[src/sv/shabs_pkg.sv]
// shared types, constants and round tables for the sha-256 byte stream hasher
package shabs_pkg;

  localparam int unsigned WordW  = 32;
  localparam int unsigned ByteW  = 8;
  localparam int unsigned FillW  = 6;
  localparam int unsigned RoundW = 6;
  localparam int unsigned LenW   = 64;
  localparam int unsigned CntW   = LenW - 3;
  localparam int unsigned BlockW = 512;

  localparam logic [1:0] BSEL_DATA = 2'd0;
  localparam logic [1:0] BSEL_PAD  = 2'd1;
  localparam logic [1:0] BSEL_ZERO = 2'd2;
  localparam logic [1:0] BSEL_LEN  = 2'd3;

  localparam logic [ByteW-1:0] PAD_BYTE = 8'h80;

  localparam logic [WordW-1:0] INIT_CHAIN [8] = '{
    32'h6a09e667, 32'hbb67ae85, 32'h3c6ef372, 32'ha54ff53a,
    32'h510e527f, 32'h9b05688c, 32'h1f83d9ab, 32'h5be0cd19
  };

  typedef struct packed {
    logic [7:0] data_byte;
    logic       byte_present;
    logic       last;
  } shabs_in_t;

  typedef struct packed {
    logic [63:0] digest_word_0;
    logic [63:0] digest_word_1;
    logic [63:0] digest_word_2;
    logic [63:0] digest_word_3;
  } shabs_out_t;

  typedef enum logic [2:0] {
    ST_IDLE,
    ST_PAD80,
    ST_PADZERO,
    ST_PADLEN,
    ST_ROUND,
    ST_FOLD,
    ST_DONE
  } shabs_state_t;

  typedef struct packed {
    logic       push;
    logic [1:0] byte_sel;
    logic       count_byte;
    logic       load_len;
    logic       load_vars;
    logic       round;
    logic       fold;
    logic       emit;
  } shabs_cmd_t;

  typedef struct packed {
    logic fill_last;
    logic fill_at_len;
    logic round_last;
    logic out_free;
  } shabs_sts_t;

  function automatic logic [WordW-1:0] round_k(input logic [RoundW-1:0] idx);
    logic [WordW-1:0] k;
    unique case (idx)
      6'd0:  k = 32'h428a2f98;
      6'd1:  k = 32'h71374491;
      6'd2:  k = 32'hb5c0fbcf;
      6'd3:  k = 32'he9b5dba5;
      6'd4:  k = 32'h3956c25b;
      6'd5:  k = 32'h59f111f1;
      6'd6:  k = 32'h923f82a4;
      6'd7:  k = 32'hab1c5ed5;
      6'd8:  k = 32'hd807aa98;
      6'd9:  k = 32'h12835b01;
      6'd10: k = 32'h243185be;
      6'd11: k = 32'h550c7dc3;
      6'd12: k = 32'h72be5d74;
      6'd13: k = 32'h80deb1fe;
      6'd14: k = 32'h9bdc06a7;
      6'd15: k = 32'hc19bf174;
      6'd16: k = 32'he49b69c1;
      6'd17: k = 32'hefbe4786;
      6'd18: k = 32'h0fc19dc6;
      6'd19: k = 32'h240ca1cc;
      6'd20: k = 32'h2de92c6f;
      6'd21: k = 32'h4a7484aa;
      6'd22: k = 32'h5cb0a9dc;
      6'd23: k = 32'h76f988da;
      6'd24: k = 32'h983e5152;
      6'd25: k = 32'ha831c66d;
      6'd26: k = 32'hb00327c8;
      6'd27: k = 32'hbf597fc7;
      6'd28: k = 32'hc6e00bf3;
      6'd29: k = 32'hd5a79147;
      6'd30: k = 32'h06ca6351;
      6'd31: k = 32'h14292967;
      6'd32: k = 32'h27b70a85;
      6'd33: k = 32'h2e1b2138;
      6'd34: k = 32'h4d2c6dfc;
      6'd35: k = 32'h53380d13;
      6'd36: k = 32'h650a7354;
      6'd37: k = 32'h766a0abb;
      6'd38: k = 32'h81c2c92e;
      6'd39: k = 32'h92722c85;
      6'd40: k = 32'ha2bfe8a1;
      6'd41: k = 32'ha81a664b;
      6'd42: k = 32'hc24b8b70;
      6'd43: k = 32'hc76c51a3;
      6'd44: k = 32'hd192e819;
      6'd45: k = 32'hd6990624;
      6'd46: k = 32'hf40e3585;
      6'd47: k = 32'h106aa070;
      6'd48: k = 32'h19a4c116;
      6'd49: k = 32'h1e376c08;
      6'd50: k = 32'h2748774c;
      6'd51: k = 32'h34b0bcb5;
      6'd52: k = 32'h391c0cb3;
      6'd53: k = 32'h4ed8aa4a;
      6'd54: k = 32'h5b9cca4f;
      6'd55: k = 32'h682e6ff3;
      6'd56: k = 32'h748f82ee;
      6'd57: k = 32'h78a5636f;
      6'd58: k = 32'h84c87814;
      6'd59: k = 32'h8cc70208;
      6'd60: k = 32'h90befffa;
      6'd61: k = 32'ha4506ceb;
      6'd62: k = 32'hbef9a3f7;
      6'd63: k = 32'hc67178f2;
      default: k = 32'h0;
    endcase
    return k;
  endfunction

  function automatic logic [WordW-1:0] ror32(input logic [WordW-1:0] v, input int unsigned amt);
    return (v >> amt) | (v << (WordW - amt));
  endfunction

  function automatic logic [WordW-1:0] sum_a(input logic [WordW-1:0] v);
    return ror32(v, 2) ^ ror32(v, 13) ^ ror32(v, 22);
  endfunction

  function automatic logic [WordW-1:0] sum_e(input logic [WordW-1:0] v);
    return ror32(v, 6) ^ ror32(v, 11) ^ ror32(v, 25);
  endfunction

  function automatic logic [WordW-1:0] mix_lo(input logic [WordW-1:0] v);
    return ror32(v, 7) ^ ror32(v, 18) ^ (v >> 3);
  endfunction

  function automatic logic [WordW-1:0] mix_hi(input logic [WordW-1:0] v);
    return ror32(v, 17) ^ ror32(v, 19) ^ (v >> 10);
  endfunction

endpackage

[src/sv/shabs_ctrl.sv]
// controller state machine: byte intake, padding sequence, compression and digest hand-off
module shabs_ctrl
  import shabs_pkg::*;
(
  input  logic       clk,
  input  logic       rst_n,
  input  logic       in_valid,
  output logic       in_ready,
  input  shabs_in_t  in_data,
  input  shabs_sts_t sts,
  output shabs_cmd_t cmd
);

  shabs_state_t state_r, state_nxt;
  shabs_state_t ret_r, ret_nxt;

  always_ff @(posedge clk) begin
    if (!rst_n) begin
      state_r <= ST_IDLE;
      ret_r   <= ST_IDLE;
    end else begin
      state_r <= state_nxt;
      ret_r   <= ret_nxt;
    end
  end

  always_comb begin
    state_nxt = state_r;
    ret_nxt   = ret_r;
    cmd       = '0;
    in_ready  = 1'b0;
    unique case (state_r)
      ST_IDLE: begin
        in_ready = 1'b1;
        if (in_valid) begin
          if (in_data.byte_present) begin
            cmd.push       = 1'b1;
            cmd.byte_sel   = BSEL_DATA;
            cmd.count_byte = 1'b1;
            if (sts.fill_last) begin
              cmd.load_vars = 1'b1;
              state_nxt     = ST_ROUND;
              ret_nxt       = in_data.last ? ST_PAD80 : ST_IDLE;
            end else if (in_data.last) begin
              state_nxt = ST_PAD80;
            end
          end else if (in_data.last) begin
            state_nxt = ST_PAD80;
          end
        end
      end
      ST_PAD80: begin
        cmd.push     = 1'b1;
        cmd.byte_sel = BSEL_PAD;
        cmd.load_len = 1'b1;
        if (sts.fill_last) begin
          cmd.load_vars = 1'b1;
          state_nxt     = ST_ROUND;
          ret_nxt       = ST_PADZERO;
        end else begin
          state_nxt = ST_PADZERO;
        end
      end
      ST_PADZERO: begin
        if (sts.fill_at_len) begin
          state_nxt = ST_PADLEN;
        end else begin
          cmd.push     = 1'b1;
          cmd.byte_sel = BSEL_ZERO;
          if (sts.fill_last) begin
            cmd.load_vars = 1'b1;
            state_nxt     = ST_ROUND;
            ret_nxt       = ST_PADZERO;
          end
        end
      end
      ST_PADLEN: begin
        cmd.push     = 1'b1;
        cmd.byte_sel = BSEL_LEN;
        if (sts.fill_last) begin
          cmd.load_vars = 1'b1;
          state_nxt     = ST_ROUND;
          ret_nxt       = ST_DONE;
        end
      end
      ST_ROUND: begin
        cmd.round = 1'b1;
        if (sts.round_last) begin
          state_nxt = ST_FOLD;
        end
      end
      ST_FOLD: begin
        cmd.fold  = 1'b1;
        state_nxt = ret_r;
      end
      ST_DONE: begin
        if (sts.out_free) begin
          cmd.emit  = 1'b1;
          state_nxt = ST_IDLE;
        end
      end
      default: begin
        state_nxt = ST_IDLE;
      end
    endcase
  end

  a_push_not_in_round: assert property (@(posedge clk) disable iff (!rst_n)
    !(cmd.push && cmd.round))
    else $error("byte push during compression rounds");

  a_start_on_full: assert property (@(posedge clk) disable iff (!rst_n)
    cmd.load_vars |-> (cmd.push && sts.fill_last))
    else $error("compression started on a partial block");

  a_round_to_fold: assert property (@(posedge clk) disable iff (!rst_n)
    (state_r == ST_ROUND && sts.round_last) |=> (state_r == ST_FOLD))
    else $error("last round not followed by chaining update");

  a_emit_when_free: assert property (@(posedge clk) disable iff (!rst_n)
    cmd.emit |-> sts.out_free)
    else $error("digest emitted over an unaccepted transaction");

endmodule

[src/sv/shabs_dp.sv]
// datapath: block shift buffer, message schedule, round unit, chaining words and output register
module shabs_dp
  import shabs_pkg::*;
(
  input  logic             clk,
  input  logic             rst_n,
  input  logic [ByteW-1:0] data_byte,
  input  shabs_cmd_t       cmd,
  output shabs_sts_t       sts,
  output logic             out_valid,
  input  logic             out_ready,
  output shabs_out_t       out_data
);

  logic [BlockW-1:0] block_r;
  logic [WordW-1:0]  chain_r [8];
  logic [WordW-1:0]  v_r [8];
  logic [RoundW-1:0] rnd_r;
  logic [FillW-1:0]  fill_r;
  logic [CntW-1:0]   cnt_r;
  logic [LenW-1:0]   len_r;
  logic              out_valid_r;
  shabs_out_t        out_r;

  logic [ByteW-1:0]  byte_mux;
  logic [WordW-1:0]  w0, w1, w9, w14, w_new;
  logic [WordW-1:0]  t1, t2;

  always_comb begin
    unique case (cmd.byte_sel)
      BSEL_DATA: byte_mux = data_byte;
      BSEL_PAD:  byte_mux = PAD_BYTE;
      BSEL_ZERO: byte_mux = '0;
      BSEL_LEN:  byte_mux = len_r[LenW-1 -: ByteW];
      default:   byte_mux = '0;
    endcase
  end

  // sliding schedule window, oldest word at the top
  assign w0    = block_r[BlockW-1 -: WordW];
  assign w1    = block_r[BlockW-1-WordW -: WordW];
  assign w9    = block_r[BlockW-1-9*WordW -: WordW];
  assign w14   = block_r[BlockW-1-14*WordW -: WordW];
  assign w_new = mix_hi(w14) + w9 + mix_lo(w1) + w0;

  assign t1 = v_r[7] + sum_e(v_r[4]) + ((v_r[4] & v_r[5]) ^ (~v_r[4] & v_r[6]))
              + round_k(rnd_r) + w0;
  assign t2 = sum_a(v_r[0]) + ((v_r[0] & v_r[1]) ^ (v_r[0] & v_r[2]) ^ (v_r[1] & v_r[2]));

  always_ff @(posedge clk) begin
    if (cmd.push) begin
      block_r <= {block_r[BlockW-ByteW-1:0], byte_mux};
    end else if (cmd.round) begin
      block_r <= {block_r[BlockW-WordW-1:0], w_new};
    end
  end

  always_ff @(posedge clk) begin
    if (cmd.load_vars) begin
      for (int i = 0; i < 8; i++) begin
        v_r[i] <= chain_r[i];
      end
    end else if (cmd.round) begin
      v_r[7] <= v_r[6];
      v_r[6] <= v_r[5];
      v_r[5] <= v_r[4];
      v_r[4] <= v_r[3] + t1;
      v_r[3] <= v_r[2];
      v_r[2] <= v_r[1];
      v_r[1] <= v_r[0];
      v_r[0] <= t1 + t2;
    end
  end

  always_ff @(posedge clk) begin
    if (cmd.load_len) begin
      len_r <= {cnt_r, 3'b000};
    end else if (cmd.push && cmd.byte_sel == BSEL_LEN) begin
      len_r <= {len_r[LenW-ByteW-1:0], {ByteW{1'b0}}};
    end
  end

  always_ff @(posedge clk) begin
    if (cmd.emit) begin
      out_r.digest_word_0 <= {chain_r[0], chain_r[1]};
      out_r.digest_word_1 <= {chain_r[2], chain_r[3]};
      out_r.digest_word_2 <= {chain_r[4], chain_r[5]};
      out_r.digest_word_3 <= {chain_r[6], chain_r[7]};
    end
  end

  always_ff @(posedge clk) begin
    if (!rst_n) begin
      for (int i = 0; i < 8; i++) begin
        chain_r[i] <= INIT_CHAIN[i];
      end
      rnd_r       <= '0;
      fill_r      <= '0;
      cnt_r       <= '0;
      out_valid_r <= 1'b0;
    end else begin
      if (cmd.fold) begin
        for (int i = 0; i < 8; i++) begin
          chain_r[i] <= chain_r[i] + v_r[i];
        end
      end else if (cmd.emit) begin
        for (int i = 0; i < 8; i++) begin
          chain_r[i] <= INIT_CHAIN[i];
        end
      end
      if (cmd.load_vars) begin
        rnd_r <= '0;
      end else if (cmd.round) begin
        rnd_r <= rnd_r + 1'b1;
      end
      if (cmd.push) begin
        fill_r <= fill_r + 1'b1;
      end
      if (cmd.emit) begin
        cnt_r <= '0;
      end else if (cmd.count_byte) begin
        cnt_r <= cnt_r + 1'b1;
      end
      if (cmd.emit) begin
        out_valid_r <= 1'b1;
      end else if (out_ready) begin
        out_valid_r <= 1'b0;
      end
    end
  end

  assign sts.fill_last   = (fill_r == {FillW{1'b1}});
  assign sts.fill_at_len = (fill_r == FillW'(56));
  assign sts.round_last  = (rnd_r == {RoundW{1'b1}});
  assign sts.out_free    = !out_valid_r || out_ready;

  assign out_valid = out_valid_r;
  assign out_data  = out_r;

  a_fold_after_rounds: assert property (@(posedge clk) disable iff (!rst_n)
    cmd.fold |-> (rnd_r == '0 && fill_r == '0))
    else $error("chaining update without a full block of rounds");

  a_emit_at_boundary: assert property (@(posedge clk) disable iff (!rst_n)
    cmd.emit |-> (fill_r == '0))
    else $error("digest emitted with a partial block pending");

  a_out_hold: assert property (@(posedge clk) disable iff (!rst_n)
    (out_valid_r && !out_ready) |=> (out_valid_r && $stable(out_r)))
    else $error("pending digest lost or changed");

endmodule

[src/sv/sha256_byte_stream_hasher.sv]
// top level of the sha-256 byte stream hasher
// each message byte is taken in while the input is ready; each full 64-byte block then adds
// 64 rounds and one chaining update, with the input held off
// the end mark adds the 0x80 pad byte, zero bytes up to 56 mod 64, 8 length bytes, a
// compression per padded block and a load of the digest register once it is free
// synchronous active-low reset loads the initial hash values and empties the output
module sha256_byte_stream_hasher
  import shabs_pkg::*;
(
  input  logic       clk,
  input  logic       rst_n,
  input  logic       in_valid,
  output logic       in_ready,
  input  shabs_in_t  in_data,
  output logic       out_valid,
  input  logic       out_ready,
  output shabs_out_t out_data
);

  shabs_cmd_t cmd;
  shabs_sts_t sts;

  shabs_ctrl u_ctrl (
    .clk      (clk),
    .rst_n    (rst_n),
    .in_valid (in_valid),
    .in_ready (in_ready),
    .in_data  (in_data),
    .sts      (sts),
    .cmd      (cmd)
  );

  shabs_dp u_dp (
    .clk       (clk),
    .rst_n     (rst_n),
    .data_byte (in_data.data_byte),
    .cmd       (cmd),
    .sts       (sts),
    .out_valid (out_valid),
    .out_ready (out_ready),
    .out_data  (out_data)
  );

endmodule

[config.mk]
export PLATFORM = sky130hd
export DESIGN_NAME = sha256_byte_stream_hasher
export DESIGN_NICKNAME = d
export VERILOG_FILES = /design/src/sv/shabs_pkg.sv /design/src/sv/shabs_ctrl.sv /design/src/sv/shabs_dp.sv /design/src/sv/sha256_byte_stream_hasher.sv
export SDC_FILE = /design/constraint.sdc
export NUM_CORES = 2
export LEC_CHECK = 0
export ABC_CLOCK_PERIOD_IN_PS = 31700
export BUFFER_PORTS_ARGS = -buffer_cell sky130_fd_sc_hd__clkbuf_2
export CORE_MARGIN = 1
export CORE_UTILIZATION = 60
export DETAILED_ROUTE_END_ITERATION = 6
export GPL_TIMING_DRIVEN = 1
export MAX_ROUTING_LAYER = met4
export PLACE_DENSITY = 0.77
export SYNTH_ARGS = -nofsm -noshare
export SYNTH_HDL_FRONTEND = slang
export SYNTH_HIERARCHICAL = 1
export SYNTH_SLANG_ARGS = --single-unit
[constraint.sdc]
create_clock -name clk -period 31.7 [get_ports clk]
set_input_delay 1.585 -clock clk [delete_from_list [all_inputs] [get_ports clk]]
set_output_delay 1.585 -clock clk [all_outputs]
set_load 0.005 [all_outputs]
# Word level (Yosys, flattened, before mapping)
# Memories as Yosys holds them, arrays and structs flattened. A register that Yosys moved wholly into a read port is not among the register bits.
# Index checks and enable logic that the tools add are counted.
[totals]
reg_bits = 909
latch_bits = 0
ramBits = 512
rom_bits = 2048
out_inout_bits = 258
word_cells = 201
memories = 3
[op_classes]
addsub = 21
multipliers = 0
div_mod_pow = 0
n_lt_le_gt_ge = 0
n_eq_ne = 19
shift = 0
mux = 80
bitwise_logic = 52
n_reduce_logical = 14
[memory_table]
columns = ["memory", "depth", "word_bits", "rd", "rd_clocked_by_memory_dff", "write_ports", "line_no", "text"]
rows = [
  ["(no name shown)", 64, 32, 1, 1, 0, "shabs_pkg.sv:67", "unique case (idx)"],
  ["u_dp.chain_r", 8, 32, 8, 0, 8, "shabs_dp.sv:16", "logic [WordW-1:0] chain_r [8];"],
  ["u_dp.v_r", 8, 32, 8, 0, 8, "shabs_dp.sv:17", "logic [WordW-1:0] v_r [8];"],
]
[op_table]
columns = ["op", "count"]
rows = [
  ["$mux W512", 2],
  ["$mux W32", 24],
  ["$add A32 B32 Y32", 18],
  ["$xor A32 B32 Y32", 9],
  ["$and A32 B32 Y32", 5],
  ["$mux W64", 2],
  ["$add A61 B1 Y61 const B", 1],
  ["$mux W3", 16],
  ["$not A32 Y32", 1],
  ["$or A10 B32 Y32", 1],
  ["$or A13 B32 Y32", 1],
  ["$or A14 B32 Y32", 1],
  ["$or A15 B32 Y32", 1],
  ["$or A19 B32 Y32", 1],
  ["$or A21 B32 Y32", 1],
  ["$or A25 B32 Y32", 1],
  ["$or A26 B32 Y32", 1],
  ["$or A30 B32 Y32", 1],
  ["$or A7 B32 Y32", 1],
  ["$pmux W8 S4", 1],
  ["$xor A32 B22 Y32", 1],
  ["$xor A32 B29 Y32", 1],
  ["$mux W1", 27],
  ["$or A1 B1 Y1", 24],
  ["24 further kinds", 44],
]

# Depth between registers and ports, before layout
# An unclocked memory read counts as a cell.
[logic_depth]
word_depth = 10
depth_mapped = 35
depth_no_buf = 34

# By module
# The synthesis kept the hierarchy.
[modules_own_cells]
columns = ["module", "instances", "cells_per_inst", "area_each_um2"]
rows = [
  ["shabs_dp", 1, 7431, 82272.7],
  ["shabs_ctrl", 1, 60, 455.4],
]

# Least setup slack after synthesis
# No wires, ideal clock.
[synth_timing]
path_type = "input port to flip-flop"
start = "input out_ready"
end = "memory u_dp.chain_r[1][0], in the netlist u_dp/chain_r[0][32] (enable)"
setup_time_ps = 449
arrival_ps = 24495
required_time_ps = 31251
setup_slack_ps = 6756
cell_stages = 7
path_cell_list = "nand2b_1 -> nor3b_1 -> inv_1 -> nand2_1 -> nor2_1 -> clkbuf_1 -> inv_1"
[synth_rtl]
columns = ["element", "line_no", "text"]
rows = [
  ["start: declaration", "sha256_byte_stream_hasher.sv:16", "input logic out_ready,"],
  ["end: declaration", "shabs_dp.sv:16", ""],
]

==> summary.md <==
| Metric | Value |
|---|---|
| Final nets | 8253 |
| Worst setup SP type | register |
| # IOs | 272 |
| Post-Syn Nets | 8093 |
| Failing checks | design-rule violations |
| Ys Warns | 6 |
| Clk_skew | 52.3 ps |
| Setup ws final | 23250 ps |
| Post-Syn Instances | 7491 |
| Setup Buffers After CTS | 0 |
| Sequential area share after synthesis | 0.498 |
| Worst path max stage delay | 560 ps |
| Die area | 139000 sq um |
| Filler cell count | 10400 |
| DRT Pass-1 Iters | 7 |
| GRT Util Overall | 0.350 |
| Largest cells by area after synthesis | edfxtp_1 44%, mux2_2 7.2%, ha_1 5.9%, dfxtp_1 5.8%, nand2_1 4.8% |
| Fin crit share | 0.267 |
| Clk sinks | 1453 |
| CP dominant cell by count | a21oi_1 |
| Clock latency on the worst-skew pair | 800 ps |
| Routability cong. | 1.02 |
| Synth Cell Area | 82700 sq um |
| Ys flop type | edfxtp_1 |
| Row Count | 135 |
| Htree depth | 4 |
| Leakage | 35.4 nW |
| Worst VDD drop | 103 uV |
| Placed cell areas | 85600 sq um |
| Tightest Pin Transition | 1250 ps |
| Slowest-stage cell, CP | edfxtp_1 |
| Setup WS pre-CTS | 23310 ps |
| Worst hold start | u_ctrl/ret_r[0]$_SDFFE_PN0P_ |
| Maxcap violations | 0 |
| Root buffer cell | clkbuf_16 |
| RSZ-0062 raised after global routing | no |
| Synthesis-stage register bit count | 1453 |
| Setup violators final | 0 |
| Pwr Density | 80.9 nW/um^2 |
| Max-slew headroom | 0.166 |
| Area leader, netlist | edfxtp_1 |
| DRC errors left | 9 |
| Grt ovf | 0 |
| Largest net degree at the start of global routing | 216 |
| Worst EP required | 32190 ps |
| Final Util | 0.667 |
| Wire per inst | 25.0 um |
| Async set-reset flop share out of synthesis | 0 |
| Share of layout cells above drive strength 1 | 0.146 |
| IO buf count | 271 |
| Detailed Route WL | 239000 um |
| Post-detail-place hpwl | 176000 um |
| F_max | 118 MHz |
| Total CTS buffers | 154 |
| Hold-fix buffer count after cts | 0 |
| Reg2reg start | u_dp/v_r[0][155]$_DFFE_PP_ |
| Crit Path Category | reg2reg |
| Slew Limit Fails | 0 |
| Worst EP arrival | 8950 ps |
| Core footprint | 136000 sq um |
| Via density | 6.15 |
| Mapped Avg Cell Area | 11.0 sq um |
| Vias in the first global route | 57200 |
| Clock-pin slew on the worst setup and hold paths | 60 ps |
| Fin area | 90900 sq um |
| Die Height | 373 um |
| DRT iter0 DRCs | 6050 |
| Crit. End Element | register |
| Syn-to-layout area delta | 9.83% |
| TritonCTS clock tree | built |
| Final Hold Vio Count | 0 |
| Via Count | 58900 |
| Antenna-violating nets left | 0 |
| Status | complete, but fails checks |
| Initial antenna violation count | 8 |
| Longest Clk Path Bufs | 3 |
| TNS Setup | 0 ps |
| Hold_ws | 473 ps |
| Count of cell types in the netlist | 91 |
| Starting Density | 0.608 |
| Tmin final | 8450 ps |
| EDFF count, synth | 1213 |
| Area share of the leading cell type in the synthesized netlist | 0.440 |
| First-pass GRT wire length | 358000 um |
| Crit path max fanout | 6 |
| Critical Path Source | u_dp/v_r[0][155]$_DFFE_PP_ |
| Worst Hold Class | reg2reg |
| DIE WIDTH | 373 um |
| Post-CTS resize count | 0 |
-- per-layer routing --
| layer | GRT usage | wire length [um] | vias to the layer above |
|---|---|---|---|
| met3 | 0.0492 | 16700 | 443 |
| li1 | - | - | 27000 |
| met2 | 0.558 | 114000 | 2449 |
| met4 | 0.116 | 8740 | 0 |
| met1 | 0.462 | 99900 | 29000 |
| met5 | - | 0 | - |
-- critical path: cells and delay by family, from the launching register on --
family          cells  cell delay [ps]
compound gates     14             3240
fa+ha+maj           6             2530
xor+xnor            4              880
simple gates        4              770
flops               1              560
buf+inv             3              160
-- power by group --
part | switching (W) | leakage [nW] | total (W) | internal, W
sequential | 0.000135 | 13.1 | 0.00245 | 0.00232
clock | 0.000788 | 2.54 | 0.00186 | 0.00107
combinational | 0.00178 | 19.8 | 0.00304 | 0.00125
total | 0.00271 | 35.4 | 0.00735 | 0.00464
-- synth_stat cells, types with 22 or more instances --
library cell  count
a211oi_1         44
a21o_1          169
a21oi_1         426
a31oi_1          56
and2_1           32
and3_1           57
buf_1            32
clkbuf_1        286
dfxtp_1         240
edfxtp_1       1213
fa_1            195
ha_1            393
inv_1           454
mux2_2          528
nand2_1        1049
nand2b_1         71
nand3_1          98
nand4_1          39
nor2_1          403
nor2b_1          52
nor3_1          102
o211ai_1         31
o21a_1           63
o21ai_0         378
o21ai_1          27
o21bai_1         47
o22ai_1          22
o31ai_1          28
or3_1            43
xnor2_1         341
xor2_1          284
-- sequential cells by signal, summed over array words and instances, names as in the netlist, named ones only --
| name | cells |
|---|---|
| u_dp/v_r | 256 |
| u_dp/fill_r | 6 |
| u_dp/cnt_r | 61 |
| u_dp/chain_r | 256 |
| u_dp/out_valid | 1 |
| u_dp/block_r | 512 |
| u_dp/len_r | 61 |
| u_ctrl/ret_r | 3 |
| u_dp/rnd_r | 6 |
| u_ctrl/state_r | 3 |
| u_dp/out_data | 256 |
-- final cells by class --
| class | count | area (sq um) | area share |
|---|---|---|---|
| repair buffers | 325 | 1800 | 0.0198 |
| inverters | 457 | 1720 | 0.0189 |
| clock buffers | 193 | 4110 | 0.0453 |
| well taps | 1781 | 2230 | 0.0245 |
| flip-flops and latches | 1453 | 41200 | 0.454 |
| diodes | 2 | 5.00 | 0.0000551 |
| clock inverters | 95 | 1120 | 0.0123 |
| multi-input cells | 5260 | 38600 | 0.425 |
-- cells by family after synthesis --
family | count (synthesis) | synth area share
muxes | 544 | 0.0738
DFF | 1453 | 0.498
and+or+nand+nor | 2016 | 0.107
adders and majority gates | 592 | 0.107
AOI/OAI and AO/OA | 1483 | 0.112
xor gates and xnor gates | 625 | 0.0662
buffers and inverters | 778 | 0.0353
-- path summary, 6_finish.rpt --
check	cells past startpoint	endpoint	slack [ps]
worst min-delay path	2	u_ctrl/ret_r[0]$_SDFFE_PN0P_	470
worst max-delay path	31	u_dp/v_r[0][27]$_DFFE_PP_	23250
worst max register to register	31	u_dp/v_r[0][27]$_DFFE_PP_	23250
worst min register to register	2	u_ctrl/ret_r[0]$_SDFFE_PN0P_	470
-- layout by cell type, fill, tap and decap left out, drive strengths merged, types with 52 or more instances in the layout --
| master | count |
|---|---|
| fa | 195 |
| inv | 468 |
| o21a | 63 |
| edfxtp | 1213 |
| buf | 54 |
| a21o | 169 |
| a31oi | 56 |
| clkbuf | 464 |
| clkinv | 61 |
| xnor2 | 341 |
| nand2 | 1049 |
| o21ai | 405 |
| nand2b | 71 |
| dfxtp | 240 |
| nor3 | 104 |
| and3 | 57 |
| xor2 | 284 |
| nand3 | 98 |
| a21oi | 427 |
| nor2b | 52 |
| nor2 | 403 |
| mux2 | 528 |
| ha | 393 |
-- metrics by stage --
stage	power (W)	cells
final	0.00735	9566
after global routing	0.00775	9565
after CTS	0.00734	9564
after detailed placement	0.00546	9276
after global placement	0.00543	9276
after floorplan	0.00463	7491
Note: power is estimated with default switching activity, not from simulation.
